--- src/gbl_pkg.sv ---
`default_nettype none

package gbl_pkg;

    localparam int RC_W   = 3;
    localparam int GRID   = 1 << RC_W;
    localparam int CELL_W = 2 * RC_W;
    localparam int CELLS  = GRID * GRID;

    localparam int PROB_W = 16;
    localparam int WGT_W  = 32;
    localparam int TOT_W  = WGT_W + CELL_W;
    localparam int DIVD_W = WGT_W + PROB_W + 1;
    localparam int Q_W    = PROB_W + 1;

    localparam logic [1:0] REQ_WALL    = 2'd0;
    localparam logic [1:0] REQ_UNIFORM = 2'd1;
    localparam logic [1:0] REQ_STEP    = 2'd2;

    localparam logic [1:0] STAT_DONE  = 2'd0;
    localparam logic [1:0] STAT_ZERO  = 2'd1;
    localparam logic [1:0] STAT_RANGE = 2'd2;

    localparam logic CFG_MOVE_SUCCESS = 1'b0;
    localparam logic CFG_SENSOR_HIT   = 1'b1;

    localparam logic [1:0] DIR_N = 2'd0;
    localparam logic [1:0] DIR_E = 2'd1;
    localparam logic [1:0] DIR_S = 2'd2;
    localparam logic [1:0] DIR_W = 2'd3;

    // floor(x/15) for x <= 65536 as (x * 34953) >> 19
    localparam logic [15:0] MISS_RECIP = 16'd34953;
    localparam int          MISS_SHIFT = 19;

    localparam logic [PROB_W-1:0] UNIFORM_B = PROB_W'((1 << PROB_W) / CELLS);

endpackage

`default_nettype wire

--- src/gbl_div.sv ---
`default_nettype none

module gbl_div
    import gbl_pkg::*;
(
    input  wire logic              aclk,
    input  wire logic              aresetn,
    input  wire logic              start,
    input  wire logic [DIVD_W-1:0] dividend,
    input  wire logic [TOT_W-1:0]  divisor,
    output logic                   done,
    output logic [Q_W-1:0]         quotient
);

    logic [TOT_W-1:0] rem_reg;
    logic [TOT_W-1:0] den_reg;
    logic [Q_W-1:0]   lo_reg;
    logic [Q_W-1:0]   q_reg;
    logic [4:0]       it_reg;
    logic             busy_reg;
    logic             done_reg;

    logic [TOT_W:0]   trial;
    logic             ge;

    assign trial = {rem_reg, lo_reg[Q_W-1]};
    assign ge    = trial >= {1'b0, den_reg};

    always_ff @(posedge aclk) begin
        if (!aresetn) begin
            busy_reg <= 1'b0;
            done_reg <= 1'b0;
            it_reg   <= '0;
        end else begin
            if (start) begin
                rem_reg  <= TOT_W'(dividend[DIVD_W-1:Q_W]);
                lo_reg   <= dividend[Q_W-1:0];
                den_reg  <= divisor;
                q_reg    <= '0;
                it_reg   <= '0;
                busy_reg <= 1'b1;
                done_reg <= 1'b0;
            end else if (busy_reg) begin
                rem_reg <= ge ? TOT_W'(trial - {1'b0, den_reg}) : trial[TOT_W-1:0];
                lo_reg  <= {lo_reg[Q_W-2:0], 1'b0};
                q_reg   <= {q_reg[Q_W-2:0], ge};
                it_reg  <= it_reg + 5'd1;
                done_reg <= (it_reg == 5'(Q_W - 1));
                if (it_reg == 5'(Q_W - 1)) begin
                    busy_reg <= 1'b0;
                end
            end else begin
                done_reg <= 1'b0;
            end
        end
    end

    assign done     = done_reg;
    assign quotient = q_reg;

endmodule

`default_nettype wire

--- config.mk ---
export PLATFORM = sky130hd
export DESIGN_NAME = gbl_div
export DESIGN_NICKNAME = d
export VERILOG_FILES = /design/src/gbl_pkg.sv /design/src/gbl_div.sv
export SDC_FILE = /design/constraint.sdc
export NUM_CORES = 1
export LEC_CHECK = 0
export BUFFER_PORTS_ARGS = -buffer_cell sky130_fd_sc_hd__buf_2
export CAP_MARGIN = 20
export CORE_ASPECT_RATIO = 1.25
export CORE_MARGIN = 2
export CORE_UTILIZATION = 25
export DETAILED_ROUTE_END_ITERATION = 16
export GPL_ROUTABILITY_DRIVEN = 0
export SETUP_SLACK_MARGIN = 0.5
export SLEW_MARGIN = 20
export SYNTH_ARGS = -nofsm -noshare
export SYNTH_HDL_FRONTEND = slang
export SYNTH_SLANG_ARGS = --single-unit
--- constraint.sdc ---
create_clock -name aclk -period 3.7 [get_ports aclk]
set_input_delay 0.37 -clock aclk [delete_from_list [all_inputs] [get_ports aclk]]
set_output_delay 0.37 -clock aclk [all_outputs]
set_load 0.01 [all_outputs]
### Yosys cells after proc, flatten, opt, wreduce, memory -nomap -nowiden

Index checks and enable logic that the tools add are counted.

| cells by class | value |
|---|---|
| add/subtract/negate cells | 2 |
| magnitude comparators | 1 |
| equality and inequality tests | 1 |
| mux-type cells | 9 |
| bitwise operators | 2 |
| reduce and logical (&&, ||, !) cells | 5 |

Operator list:

| kind | count |
|---|---|
| 38-bit 2-to-1 mux | 2 |
| 17-bit 2-to-1 mux | 3 |
| 39-bit by 38-bit greater-or-equal comparator with 1-bit output | 1 |
| 38-bit subtractor | 1 |
| 32-bit 2-to-1 mux | 1 |
| 5-bit by 1-bit adder with 5-bit output (second input constant) | 1 |
| 5-bit equality test (second input constant) | 1 |
| 2-bit AND reduction | 2 |
| 1-bit 2-to-1 mux | 3 |
| 3-bit OR reduction | 1 |
| 1-bit NOT | 2 |
| 2-bit nonzero test | 1 |
| 2-bit OR reduction | 1 |

| storage, ports and cells | value |
|---|---|
| register bits after elaboration | 117 |
| logic and storage cells | 28 |

### Longest topological paths before layout

| logic depth | value |
|---|---|
| word-level depth | 4 |
| depth in mapped cells | 14 |
| depth with buffers taken out | 12 |

### Worst setup path before layout

OpenSTA, ideal clock, no wires.

| timing path | value |
|---|---|
| path kind | register to register |
| start | reg rem_reg[3] |
| end | reg rem_reg[25], data pin |
| library setup time | 261 ps |
| data arrival time | 2627 ps |
| required time | 3439 ps |
| slack | 812 ps |
| stages on the path, launching flop included | 13 |
| path buffers | 2 |
| path through | edfxtp_1 -> ha_1 -> a21o_1 -> and2_1 -> a21oi_2 -> o211ai_4 -> a31oi_2 -> o31ai_4 -> a41oi_2 -> buf_2 -> buf_6 -> nor3_1 -> a221o_1 |

| on the way | value |
|---|---|
| longest elaborated chain between the ends | 4 |

RTL lines:

| item | line | text |
|---|---|---|
| start: declaration | gbl_div.sv:15 | `logic [TOT_W-1:0] rem_reg;` |
| start signal: assignment | gbl_div.sv:36 | `rem_reg <= TOT_W'(dividend[DIVD_W-1:Q_W]);` |
| start signal: assignment | gbl_div.sv:44 | `rem_reg <= ge ? TOT_W'(trial - {1'b0, den_reg}) : trial[TOT_W-1:0];` |
| 38-bit subtractor or 39-bit by 38-bit greater-or-equal comparator with 1-bit output (tied branches) | gbl_div.sv:44, gbl_div.sv:27 |  |
| 38-bit 2-to-1 mux (*) | gbl_div.sv:44 |  |
| 38-bit 2-to-1 mux (*) | gbl_div.sv:43 | `end else if (busy_reg) begin` |
| 32-bit 2-to-1 mux (*) | gbl_div.sv:35 | `if (start) begin` |

Every way passes the cells marked *; elsewhere a longest branch is shown, timed or not. The select of a mux whose other input is x is not followed.
A chain may end at the register's enable or synchronous reset.

### Worst setup path after layout

| timing path | value |
|---|---|
| start | reg rem_reg[1] |
| end | reg rem_reg[10], data pin |

The elaborated chain is that of the path after synthesis.

==> results.yml <==
clock_tree:
  cts.sinks: 117
  cts_tree: "built"
  cts_buffers: 17
  hold_buffers: 0
  root_buffer: "clkbuf_16"
  clockBufferDepth: 2
  cts_max_level: 4
  clkTransAtPathRegs_ns: 0.06
  clk_latency_ns: 0.43
logic_synthesis:
  postSynth.asyncResetShare: 0
  synth-adder-area-share: 0.07438
  syn_inst: 646
  ys_warn_count: 0
  netlist_area_um2: 6998
  synth_top_area_cell: "edfxtp_1"
  synth_compound_area_frac: 0.1534
  synth_top_family_by_area: "compound AO/OA/AOI/OAI gates"
  synth_edf_count: 110
  synth_simple_gate_area_frac: 0.1445
  synthTopCellsByArea: "edfxtp_1 47%, ha_1 7.2%, a21oi_1 3.2%"
  synthFlopType: "edfxtp_1"
  syn_area_per_cell_um2: 10.83
  yosysSeqAreaShare: 0.4920
  synthMuxAreaShare: 0.04220
  syn_nets: 777
  synth-seq-cells: 117
  synthDistinctLibCells: 65
  synth_top_area_frac: 0.4720
  synth_xor_area_frac: 0.04380
hold_path:
  hold_depth: 1
  min_from: "divisor[3]"
  whs_endpoint: "den_reg[3]"
  hold_class: "primary input to flip-flop"
final_layout:
  mostFrequentLayoutCells: "110 x edfxtp_1, 107 x buf_2, 52 x inv_1"
  final_nets: 891
  multi_input_area_um2: 3359
  n_fill_cell: 2868
  area_delta_synth_final_pct: 26.01
  layout-drive-gt1-share: 0.2626
  fin_area_um2: 8818
  register_area_um2: 3443
  mostFrequentLayoutCell: "edfxtp_1"
  antennaDiodeCount: 0
  final_cells: 1123
timing:
  tightest_slew_ns: 0.8289
  max_clock_freq_mhz: 321.4
  tns_ns: 0
  finalSetupViolations: 0
  min_period_ns: 3.111
  finClkSkew_ns: 0.01226
  rsz0062_at_grt: "true"
  finalMaxSlewViolations: 0
  finalHoldViolations: 0
  timing.final.crit_share: 0.8409
  relSlewSlack: 0.4474
floorplan:
  die-area_um2: 29350
  die_h_um: 191.1
  die_w_um: 153.6
  initial_core_util: 0.2539
  io-pin-count: 108
  core_area_um2: 27570
  fp-row-count: 68
setup_path:
  rr_startpoint: "rem_reg[1]"
  slowest_delay_ns: 0.43
  critical_path_class: "flip-flop to flip-flop"
  cp.arrival_ns: 3.29
  crit_path_max_fanout: 12
  cp_top_family: "compound AO/OA/AOI/OAI gates"
  r2r_end: "rem_reg[10]"
  worst-path-buf-inv: 3
  crit_slowest_cell: "edfxtp_1"
  rrSetupSlack_ns: 0.59
  worstPathCellList: "ha_4 > nand2_1 > o21ai_4 > a21oi_4 > o211ai_4 > a31oi_4 > o31ai_4 > a41oi_4 > buf_6 > buf_4 > clkbuf_16 > a221o_1"
  end_kind: "flip-flop"
  cp.required_ns: 3.88
  crit_path_start_kind: "flip-flop"
  r2r.worst_path.cells: 12
route:
  wire_per_inst_um: 16.37
  dr_total_vias: 5297
  first_pass_iters: 5
  drc_errors: 0
  ant_nets: 0
  first_iter_violations: 336
  routed_wl_um: 18380
  via_per_inst: 4.717
global_route:
  track_usage: 0.1215
  grt_pass1_wl_um: 27650
  grt_max_degree: 87
  first_global_vias: 5288
  antenna_found_initial: 0
  overflow: 0
run_status:
  outcome: "finished clean"
job:
  maxCapViolations: 0
power:
  leakagePower_nw: 3.523
  p_per_area_nw_per_um2: 506.0
  ir_drop_mv: 0.2731
placement:
  io_buffers: 107
  dp.final_hpwl_um: 12700
  dp.cells: 1076
  placed_area_um2: 7905
==> layer usage <==
layer	vias up	global-route usage	wire length (um)
met1	2539	0.1494	8103
met5	-	0	0
met2	117	0.2041	9205
met3	24	0.03038	631
li1	2617	-	-
met4	0	0.04905	440
==> logic make-up after synthesis <==
group / Yosys count
XOR/XNOR: 35
flip-flops: 117
multiplexers: 27
AO/OA/AOI/OAI: 150
buffers and inverters: 86
adder cells (fa/ha/maj): 41
AND/OR/NAND/NOR: 190
==> report_power, final <==
part	switching (W)	leakage (nW)	internal, W
registers	0.0000462	1.11	0.00159
clock network	0.000617	0.286	0.00112
logic	0.000606	2.13	0.000490
total	0.00127	3.52	0.00319
==> repair_timing <==
action	4_1_cts	5_1_grt
resized for setup	4	34
setup endpoints to repair	22	30
cloned	0	3
buffers inserted	0	12
pin swaps	1	7
==> cells in the mapped netlist, drive strengths merged (12+ instances only) <==
| cell | count |
|---|---|
| nand3 | 14 |
| nand3b | 22 |
| nor2 | 28 |
| nor2b | 30 |
| o21ai | 23 |
| a21o | 17 |
| mux2 | 20 |
| inv | 52 |
| edfxtp | 110 |
| xor2 | 16 |
| clkbuf | 22 |
| o311ai | 23 |
| nand2 | 50 |
| ha | 40 |
| a21oi | 46 |
| xnor2 | 19 |
| buf | 12 |
==> worst max path at each step <==
stage / from / end / depth (start not counted)
floorplan: rem_reg[3] / rem_reg[25] / 12
global placement: rem_reg[19] / rem_reg[0] / 11
detailed placement: rem_reg[1] / rem_reg[1] / 11
CTS: rem_reg[1] / rem_reg[1] / 11
global route: den_reg[0] / rem_reg[34] / 11
finish: rem_reg[1] / rem_reg[10] / 12
==> cell type report <==
class	instances	area share
timing repair buffer	129	0.08896
tap	350	0.04966
sequential	117	0.3905
inverter	52	0.02213
clock buffer	21	0.04994
multi-input combinational	443	0.3810
clock inverter	11	0.01788
==> through the flow <==
stage               setup slack, ns  total power, W  hold WS [ns]  utilization
floorplan                    0.8120        0.002366        0.4689            -
global placement             0.3671        0.002621        0.4911       0.2868
detailed placement           0.3731        0.002628        0.5023       0.2868
CTS                          0.4980        0.004394       0.09136       0.3092
global route                 0.4320        0.004678       0.09266       0.3199
finish                       0.5888        0.004462        0.1142       0.3199
No activity file was read; power rests on OpenSTA's default activity.
